<file path="src/hdl/uer_pkg.sv">
// Package for the ultrasonic echo ranger: phase codes, configuration
// register indexes, reset values and the structs passed between modules.
// No dependencies.
package uer_pkg;

  // Echo counter width default
  localparam int unsigned CountWidthDef = 16;

  // Fixed field widths
  localparam int unsigned TickW  = 16;
  localparam int unsigned ScaleW = 24;
  localparam int unsigned DistW  = 16;
  localparam int unsigned CfgW   = 24;
  localparam int unsigned CfgIdxW = 3;

  // Fixed-point scale: Q16, rounding half up
  localparam int unsigned FracBits = 16;

  // Configuration reset values
  localparam logic [TickW-1:0]  SettleRst = 16'd2;
  localparam logic [TickW-1:0]  PulseRst  = 16'd10;
  localparam logic [TickW-1:0]  WaitRst   = 16'd30000;
  localparam logic [ScaleW-1:0] ScaleRst  = 24'd121955;
  localparam logic [DistW-1:0]  MaxRst    = 16'd40000;

  // Configuration register indexes
  typedef enum logic [CfgIdxW-1:0] {
    REG_SETTLE = 3'd0,
    REG_PULSE  = 3'd1,
    REG_WAIT   = 3'd2,
    REG_SCALE  = 3'd3,
    REG_MAXD   = 3'd4
  } cfg_reg_e;

  // Measurement phase, one-hot
  typedef enum logic [4:0] {
    PH_IDLE   = 5'b00001,
    PH_SETTLE = 5'b00010,
    PH_PULSE  = 5'b00100,
    PH_WAIT   = 5'b01000,
    PH_ECHO   = 5'b10000
  } phase_e;

  // Configuration as seen by the ranging core
  typedef struct packed {
    logic [TickW-1:0]  settle_ticks;
    logic [TickW-1:0]  pulse_ticks;
    logic [TickW-1:0]  wait_limit;
    logic [ScaleW-1:0] scale_q16;
    logic [DistW-1:0]  dist_limit;
  } cfg_t;

  // One result word
  typedef struct packed {
    logic             trig;
    logic             busy_res;
    logic             done_res;
    logic             timed_out;
    logic [DistW-1:0] distance;
  } res_t;

endpackage

</file>
<file path="src/hdl/uer_scale.sv">
// Echo count to distance: count * scale in Q16, rounded, clamped to max.
// Depends on uer_pkg.
module uer_scale import uer_pkg::*; #(
  parameter int unsigned COUNT_WIDTH = CountWidthDef
) (
  input  logic [COUNT_WIDTH-1:0] count_i,
  input  logic [ScaleW-1:0]      scale_i,
  input  logic [DistW-1:0]       max_i,
  output logic [DistW-1:0]       dist_o
);

  localparam int unsigned ProdW = COUNT_WIDTH + ScaleW + 1;
  localparam int unsigned ShW   = ProdW - FracBits;

  logic [ProdW-1:0] prod;
  logic [ShW-1:0]   whole;

  // Product plus half an LSB of the result, then drop the fraction
  assign prod  = ProdW'(count_i) * ProdW'(scale_i)
               + (ProdW'(1) << (FracBits - 1));
  assign whole = prod[ProdW-1:FracBits];

  // Clamp to the maximum distance
  assign dist_o = (whole > ShW'(max_i)) ? max_i : whole[DistW-1:0];

endmodule

</file>
<file path="src/hdl/uer_core.sv">
// Ranging sequencer: trigger timing, echo edge detection, counting and
// timeout. One step per accepted word. Depends on uer_pkg and uer_scale.
module uer_core import uer_pkg::*; #(
  parameter int unsigned COUNT_WIDTH = CountWidthDef
) (
  input  logic clk_i,
  input  logic rst_ni,
  input  logic step_i,
  input  logic start_req_i,
  input  logic echo_i,
  input  cfg_t cfg_i,
  output res_t res_o
);

  localparam logic [COUNT_WIDTH-1:0] CountMax = '1;
  localparam logic [TickW-1:0]       WaitSat  = '1;

  phase_e                 phase_q, phase_d;
  logic [TickW-1:0]       pcnt_q, pcnt_d;
  logic [TickW-1:0]       wcnt_q, wcnt_d;
  logic [COUNT_WIDTH-1:0] ecnt_q, ecnt_d;
  logic                   eprev_q;
  logic [DistW-1:0]       dist_q, dist_d;
  logic                   tout_q, tout_d;
  logic                   done;
  logic [TickW-1:0]       plen;
  logic [TickW-1:0]       wait_inc;
  logic [DistW-1:0]       scaled;

  uer_scale #(.COUNT_WIDTH(COUNT_WIDTH)) u_scale (
    .count_i (ecnt_q),
    .scale_i (cfg_i.scale_q16),
    .max_i   (cfg_i.dist_limit),
    .dist_o  (scaled)
  );

  // Pulse length of zero acts as one; wait counter saturates
  assign plen     = (cfg_i.pulse_ticks == '0) ? TickW'(1) : cfg_i.pulse_ticks;
  assign wait_inc = (wcnt_q < WaitSat) ? wcnt_q + TickW'(1) : wcnt_q;

  // Next state
  always_comb begin
    phase_d = phase_q;
    pcnt_d  = pcnt_q;
    wcnt_d  = wcnt_q;
    ecnt_d  = ecnt_q;
    dist_d  = dist_q;
    tout_d  = tout_q;
    done    = 1'b0;
    unique case (phase_q)
      PH_SETTLE: begin
        if (pcnt_q >= cfg_i.settle_ticks) begin
          phase_d = PH_PULSE;
          pcnt_d  = TickW'(1);
        end else begin
          pcnt_d = pcnt_q + TickW'(1);
        end
      end
      PH_PULSE: begin
        if (pcnt_q >= plen) begin
          phase_d = PH_WAIT;
          wcnt_d  = '0;
          ecnt_d  = '0;
        end else begin
          pcnt_d = pcnt_q + TickW'(1);
        end
      end
      PH_WAIT: begin
        wcnt_d = wait_inc;
        if (echo_i && !eprev_q) begin
          phase_d = PH_ECHO;
          ecnt_d  = COUNT_WIDTH'(1);
        end else if (wait_inc >= cfg_i.wait_limit) begin
          phase_d = PH_IDLE;
          tout_d  = 1'b1;
          dist_d  = cfg_i.dist_limit;
          done    = 1'b1;
        end
      end
      PH_ECHO: begin
        wcnt_d = wait_inc;
        if (!echo_i) begin
          // falling edge wins over the wait limit
          phase_d = PH_IDLE;
          tout_d  = 1'b0;
          dist_d  = scaled;
          done    = 1'b1;
        end else if (ecnt_q == CountMax) begin
          phase_d = PH_IDLE;
          tout_d  = 1'b1;
          dist_d  = cfg_i.dist_limit;
          done    = 1'b1;
        end else begin
          ecnt_d = ecnt_q + COUNT_WIDTH'(1);
          if (wait_inc >= cfg_i.wait_limit) begin
            phase_d = PH_IDLE;
            tout_d  = 1'b1;
            dist_d  = cfg_i.dist_limit;
            done    = 1'b1;
          end
        end
      end
      default: begin
        // idle, and any stray code
        phase_d = PH_IDLE;
        if (start_req_i) begin
          pcnt_d  = TickW'(1);
          phase_d = (cfg_i.settle_ticks == '0) ? PH_PULSE : PH_SETTLE;
        end
      end
    endcase
  end

  // State registers, stepped once per word
  always_ff @(posedge clk_i or negedge rst_ni) begin
    if (!rst_ni) begin
      phase_q <= PH_IDLE;
      pcnt_q  <= '0;
      wcnt_q  <= '0;
      ecnt_q  <= '0;
      eprev_q <= 1'b0;
      dist_q  <= '0;
      tout_q  <= 1'b0;
    end else if (step_i) begin
      phase_q <= phase_d;
      pcnt_q  <= pcnt_d;
      wcnt_q  <= wcnt_d;
      ecnt_q  <= ecnt_d;
      eprev_q <= echo_i;
      dist_q  <= dist_d;
      tout_q  <= tout_d;
    end
  end

  // Result reflects the state after this step
  assign res_o.trig      = (phase_d == PH_PULSE);
  assign res_o.busy_res  = (phase_d != PH_IDLE);
  assign res_o.done_res  = done;
  assign res_o.timed_out = tout_d;
  assign res_o.distance  = dist_d;

endmodule

</file>
<file path="src/hdl/ultrasonic_echo_ranger.sv">
// Ultrasonic echo ranger top level: configuration registers, input and
// result registers around the ranging core. Depends on uer_pkg, uer_core.
//
//  channel  | handshake                    | payload
//  ---------+------------------------------+-------------------------------
//  input    | in_valid_i / in_stall_o      | start_req_i, echo_i
//  result   | out_valid_o / out_stall_i    | trig_o, busy_res_o, done_res_o,
//           |                              | timed_out_o, distance_o
//  config   | cfg_we_i, cfg_idx_i          | cfg_wdata_i
//
// Each word passes through the input register, then the result register;
// one word per cycle is sustained while out_stall_i stays low. The step
// of the core (compare, one 16x24 multiply at the default count width,
// clamp) fits between the two.
// Reset clears control state and loads the configuration defaults.
// A stalled result holds; the input register still takes a word until it
// too is full, and in_stall_o rises only then.
module ultrasonic_echo_ranger import uer_pkg::*; #(
  parameter int unsigned COUNT_WIDTH = CountWidthDef
) (
  input  logic               clk_i,
  input  logic               rst_ni,
  input  logic               in_valid_i,
  output logic               in_stall_o,
  input  logic               start_req_i,
  input  logic               echo_i,
  output logic               out_valid_o,
  input  logic               out_stall_i,
  output logic               trig_o,
  output logic               busy_res_o,
  output logic               done_res_o,
  output logic               timed_out_o,
  output logic [DistW-1:0]   distance_o,
  input  logic               cfg_we_i,
  input  logic [CfgIdxW-1:0] cfg_idx_i,
  input  logic [CfgW-1:0]    cfg_wdata_i
);

  cfg_t cfg_q;
  logic in_valid_q;
  logic start_q, echo_q;
  logic out_valid_q;
  res_t res_q, res_d;
  logic advance, take_in;

  // Configuration writes
  always_ff @(posedge clk_i or negedge rst_ni) begin
    if (!rst_ni) begin
      cfg_q.settle_ticks <= SettleRst;
      cfg_q.pulse_ticks  <= PulseRst;
      cfg_q.wait_limit   <= WaitRst;
      cfg_q.scale_q16    <= ScaleRst;
      cfg_q.dist_limit   <= MaxRst;
    end else if (cfg_we_i) begin
      unique case (cfg_reg_e'(cfg_idx_i))
        REG_SETTLE: cfg_q.settle_ticks <= cfg_wdata_i[TickW-1:0];
        REG_PULSE:  cfg_q.pulse_ticks  <= cfg_wdata_i[TickW-1:0];
        REG_WAIT:   cfg_q.wait_limit   <= cfg_wdata_i[TickW-1:0];
        REG_SCALE:  cfg_q.scale_q16    <= cfg_wdata_i[ScaleW-1:0];
        REG_MAXD:   cfg_q.dist_limit   <= cfg_wdata_i[DistW-1:0];
        default: ;
      endcase
    end
  end

  // Pipeline control: the input word moves on when the result slot frees
  assign advance    = !out_valid_q || !out_stall_i;
  assign in_stall_o = in_valid_q && !advance;
  assign take_in    = in_valid_i && !in_stall_o;

  // Input register
  always_ff @(posedge clk_i or negedge rst_ni) begin
    if (!rst_ni) begin
      in_valid_q <= 1'b0;
    end else if (advance || !in_valid_q) begin
      in_valid_q <= in_valid_i;
    end
  end

  always_ff @(posedge clk_i) begin
    if (take_in) begin
      start_q <= start_req_i;
      echo_q  <= echo_i;
    end
  end

  uer_core #(.COUNT_WIDTH(COUNT_WIDTH)) u_core (
    .clk_i       (clk_i),
    .rst_ni      (rst_ni),
    .step_i      (in_valid_q && advance),
    .start_req_i (start_q),
    .echo_i      (echo_q),
    .cfg_i       (cfg_q),
    .res_o       (res_d)
  );

  // Result register
  always_ff @(posedge clk_i or negedge rst_ni) begin
    if (!rst_ni) begin
      out_valid_q <= 1'b0;
    end else if (advance) begin
      out_valid_q <= in_valid_q;
    end
  end

  always_ff @(posedge clk_i) begin
    if (advance && in_valid_q) begin
      res_q <= res_d;
    end
  end

  assign out_valid_o = out_valid_q;
  assign trig_o      = res_q.trig;
  assign busy_res_o  = res_q.busy_res;
  assign done_res_o  = res_q.done_res;
  assign timed_out_o = res_q.timed_out;
  assign distance_o  = res_q.distance;

endmodule

</file>
<file path="config.mk">
export PLATFORM = sky130hd
export DESIGN_NAME = ultrasonic_echo_ranger
export DESIGN_NICKNAME = d
export VERILOG_FILES = /design/src/hdl/uer_pkg.sv /design/src/hdl/uer_scale.sv /design/src/hdl/uer_core.sv /design/src/hdl/ultrasonic_echo_ranger.sv
export SDC_FILE = /design/constraint.sdc
export NUM_CORES = 1
export LEC_CHECK = 0
export ABC_CLOCK_PERIOD_IN_PS = 9200
export BUFFER_PORTS_ARGS = -buffer_cell sky130_fd_sc_hd__buf_2
export CAP_MARGIN = 10
export CORE_MARGIN = 4
export CORE_UTILIZATION = 65
export DETAILED_ROUTE_END_ITERATION = 16
export GPL_TIMING_DRIVEN = 0
export PLACE_DENSITY_LB_ADDON = 0.05
export RECOVER_POWER = 100
export SYNTH_ARGS = -nofsm -noshare
export SYNTH_HDL_FRONTEND = slang
export SYNTH_SLANG_ARGS = --single-unit
export TNS_END_PERCENT = 1
</file>
<file path="constraint.sdc">
create_clock -name clk_i -period 9.2 [get_ports clk_i]
set_input_delay 0.92 -clock clk_i [delete_from_list [all_inputs] [get_ports clk_i]]
set_output_delay 0.92 -clock clk_i [all_outputs]
set_load 0.01 [all_outputs]
</file>
==> reports/results.tsv <==
stage	metric	value	unit
finish	Post-Layout Cell Count	3118	
clocking	Hold Buf Count CTS	0	
setup_path	Worst Path Required	9.38	ns
setup_path	Worst setup EP type	flip-flop	
pwr	leak pwr	12.6	nW
pwr	Switching Share	37.9	%
floorplan	starting density of the core	66.5	%
timing	Clock Skews	0.0112	ns
placed_design	dpl cells	3084	
clocking	total CTS buffers	17	
clocking	Clock Tree Buf Depth	2	
grt	Total GRT Usage	36.2	%
clocking	CTS tree	done	
finish	proportion of layout cells with a drive suffix above 1	11.1	%
finish	most frequent cells in the layout	inv_1 (457), nand2_1 (368), fa_1 (303)	
logic_synthesis	Yosys reg bits	183	
run_status	status	complete, but fails checks	
timing	Tmin final	8.99	ns
grt	most used routing layer	met2	
setup_path	kind of cell adding the most delay to the critical path	adder cells	
grt	met3 usage	5.68	%
run_status	failing checks	capacitance limit, slew limit	
logic_synthesis	Ys Warns	0	
timing	Fin. Hold Viols	0	
placed_design	DP HPWL	54600	µm
route	wire length per cell	21.8	µm
finish	flip-flop and latch area	0.00476	mm²
timing	Period Utilization, post-route	97.7	%
clocking	CTS Sinks	183	
finish	commonest non-fill, non-tap cell in the layout	inv_1	
job	max-cap violation count	1	
placed_design	IO Port Bufs	55	
timing	Fmax achieved	111	MHz
pwr	Pint	1.73	mW
floorplan	row count	68	
floorplan	core area	0.0349	mm²
logic_synthesis	register area share after synthesis	20.3	%
grt	grt total ovfl	0	
floorplan	die area	0.0388	mm²
logic_synthesis	Synth Flop Type	dfrtp_1	
grt	vias in the first global route	19938	
setup_path	Buf+Inv Stages, Crit Path	7	
timing	Slew headroom	-191	%
finish	post-layout util	71.7	%
route	DR iter-0 viols	1766	
timing	Final Max Tran Viols	79	
finish	nets	3189	
timing	worst setup margin	0.214	ns
finish	number of fill cells	2817	
clocking	clock latency at the later pin of the worst-skew pair	0.44	ns
grt	GR Layer Usage met1	46.2	%
route	Total Routed Length	67900	µm
logic_synthesis	Mapped Cells	2572	
logic_synthesis	post-synth design cell area	0.0232	mm²
grt	largest net degree at the start of global routing	84	
hold_path	worst min-delay path class	flip-flop to flip-flop	
timing	setup TNS	0	ns
logic_synthesis	Post-synth EDFFs	22	
pwr	clock share of power	26.1	%
grt	GR Util met2	60.6	%
pwr	power density over the cells	111	mW/mm²
finish	area occupied by multi-input gates	0.0163	mm²
floorplan	die height	197	µm
logic_synthesis	post-synth cell types	90	
route	drt drc	0	
clocking	Worst-path clk slew	0.07	ns
route	Vias/cell	6.07	
clocking	Max H-tree Level	4	
finish	Finished Cell Area	0.0250	mm²
setup_path	crit path max fanout	10	
placed_design	pre-CTS setup slack	-1.49	ns
logic_synthesis	average size of a mapped cell	9.02	µm²
route	DR vias	18923	
placed_design	routability cong.	0.990	
timing	Least-Margin Pin Slew	4.36	ns
setup_path	Critical Path AT	9.17	ns
floorplan	Die W	197	µm
setup_path	CP peak stage delay	0.66	ns
pwr	Worst IR Drop VDD	0.173	mV
setup_path	Critical-path top delay cell	dfstp_2	
timing	# setup viols final	0	
finish	Layout area overhead	7.82	%
setup_path	Setup CP Type	flip-flop to flip-flop	
floorplan	I/O Pins	56	
grt	first-pass GRT wire length	109000	µm
pwr	Net Switching	1.05	mW
setup_path	crit-path most repeated cell	fa_1	
logic_synthesis	fraction of registers with async set/reset	88.0	%
route	Final ANT Viol Nets	0	
setup_path	CP Launch Type	flip-flop	
placed_design	placed cell area	0.0241	mm²
logic_synthesis	Syn Nets	3112	
pwr	sequential share of power	42.2	%
clocking	root buffer cell	clkbuf_16	
grt	antenna violations before repair	2	
route	Detailed Routing Iterations Pass 1	6	
pwr	power share of the combinational group	31.8	%
## per-stage QoR
stage               hold slack [ns]  total power [mW]
floorplan                     0.457              1.66
global placement              0.471              1.97
detailed placement            0.498              2.01
CTS                           0.482              2.74
global route                  0.535              2.93
finish                        0.502              2.78
## registers in the layout (all words and copies together) (netlist names), 5 cells and up
name and cells:
cfg_q 88, u_core.wcnt_q 16, u_core.dist_q 16, distance_o 16, u_core.ecnt_q 16, u_core.pcnt_q 16
u_core.phase_q 5
## per-layer routing
layer	share of wire, %	routed length [µm]
met1	38	25900
met3	7.3	4990
met5	0.019	13
met2	49	33100
met4	5.7	3880
## worst paths after layout
path | slack (ns) | to | startpoint | cells past startpoint
worst max-delay path | 0.21 | distance_o[2] | cfg_q[26] | 35
worst min-delay path | 0.50 | out_valid_o | in_valid_q | 1
worst max register to register | 0.21 | distance_o[2] | cfg_q[26] | 35
worst min register to register | 0.50 | out_valid_o | in_valid_q | 1
max in group asynchronous | 4.09 | u_core.ecnt_q[9] | rst_ni | 1
min in group asynchronous | 2.02 | u_core.pcnt_q[10] | rst_ni | 1
## synthesized netlist by cell type, types with 5 or more instances
master / number / area, µm²
a211oi_1: 20 / 150
a21o_1: 48 / 360
a21oi_1: 92 / 460
a22o_1: 15 / 131
a31o_2: 5 / 43.8
a31oi_1: 10 / 62.6
and2_1: 167 / 1040
and3_1: 18 / 113
clkbuf_1: 106 / 398
dfrtp_1: 135 / 3380
dfstp_2: 26 / 683
edfxtp_1: 22 / 661
fa_1: 306 / 6130
ha_1: 200 / 2500
inv_1: 457 / 1720
mux2_2: 35 / 394
nand2_1: 368 / 1380
nand2b_1: 8 / 50.1
nand3_1: 35 / 175
nand4_1: 27 / 169
nor2_1: 85 / 319
nor2b_1: 7 / 43.8
nor3_1: 19 / 95.1
nor3b_1: 5 / 37.5
nor4_1: 14 / 87.6
nor4b_1: 5 / 43.8
o211ai_1: 7 / 52.6
o21a_1: 16 / 120
o21ai_0: 117 / 586
o21bai_1: 8 / 60.1
o31a_2: 11 / 110
o31ai_1: 8 / 60.1
o32ai_2: 11 / 179
or3_1: 6 / 37.5
xnor2_1: 31 / 272
xor2_1: 22 / 193
## power groups by stage
stage	combinational (mW)	sequential [mW]	clock [mW]
global route	0.978	1.19	0.765
detailed placement	0.843	1.17	0
finish	0.883	1.17	0.724
floorplan	0.562	1.10	0
global placement	0.811	1.16	0
CTS	0.852	1.16	0.730
## area by class of cell
cell class / instances / area share [%]
multi-input combinational: 1807 / 65.3
clock inverter: 12 / 0.510
inverter: 457 / 6.86
clock buffer: 20 / 1.75
buffer: 108 / 2.66
timing repair buffer: 75 / 1.64
antenna: 1 / 0.0100
tap: 455 / 2.28
sequential: 183 / 19.0
## timing repair
action,CTS,global route
cloned,0,0
resized for setup,76,111
setup endpoints to repair,32,32
pin swaps,2,5
buffers inserted,2,15
## cells by family after synthesis
group	count (synthesis)	synth area share [%]
compound gates	420	12.3
buf+inv	582	9.81
flops	183	20.3
xor+xnor	54	2.07
fa+ha+maj	506	37.2
mux	37	1.78
simple gates	790	16.5
(Power assumes the default switching activity.)
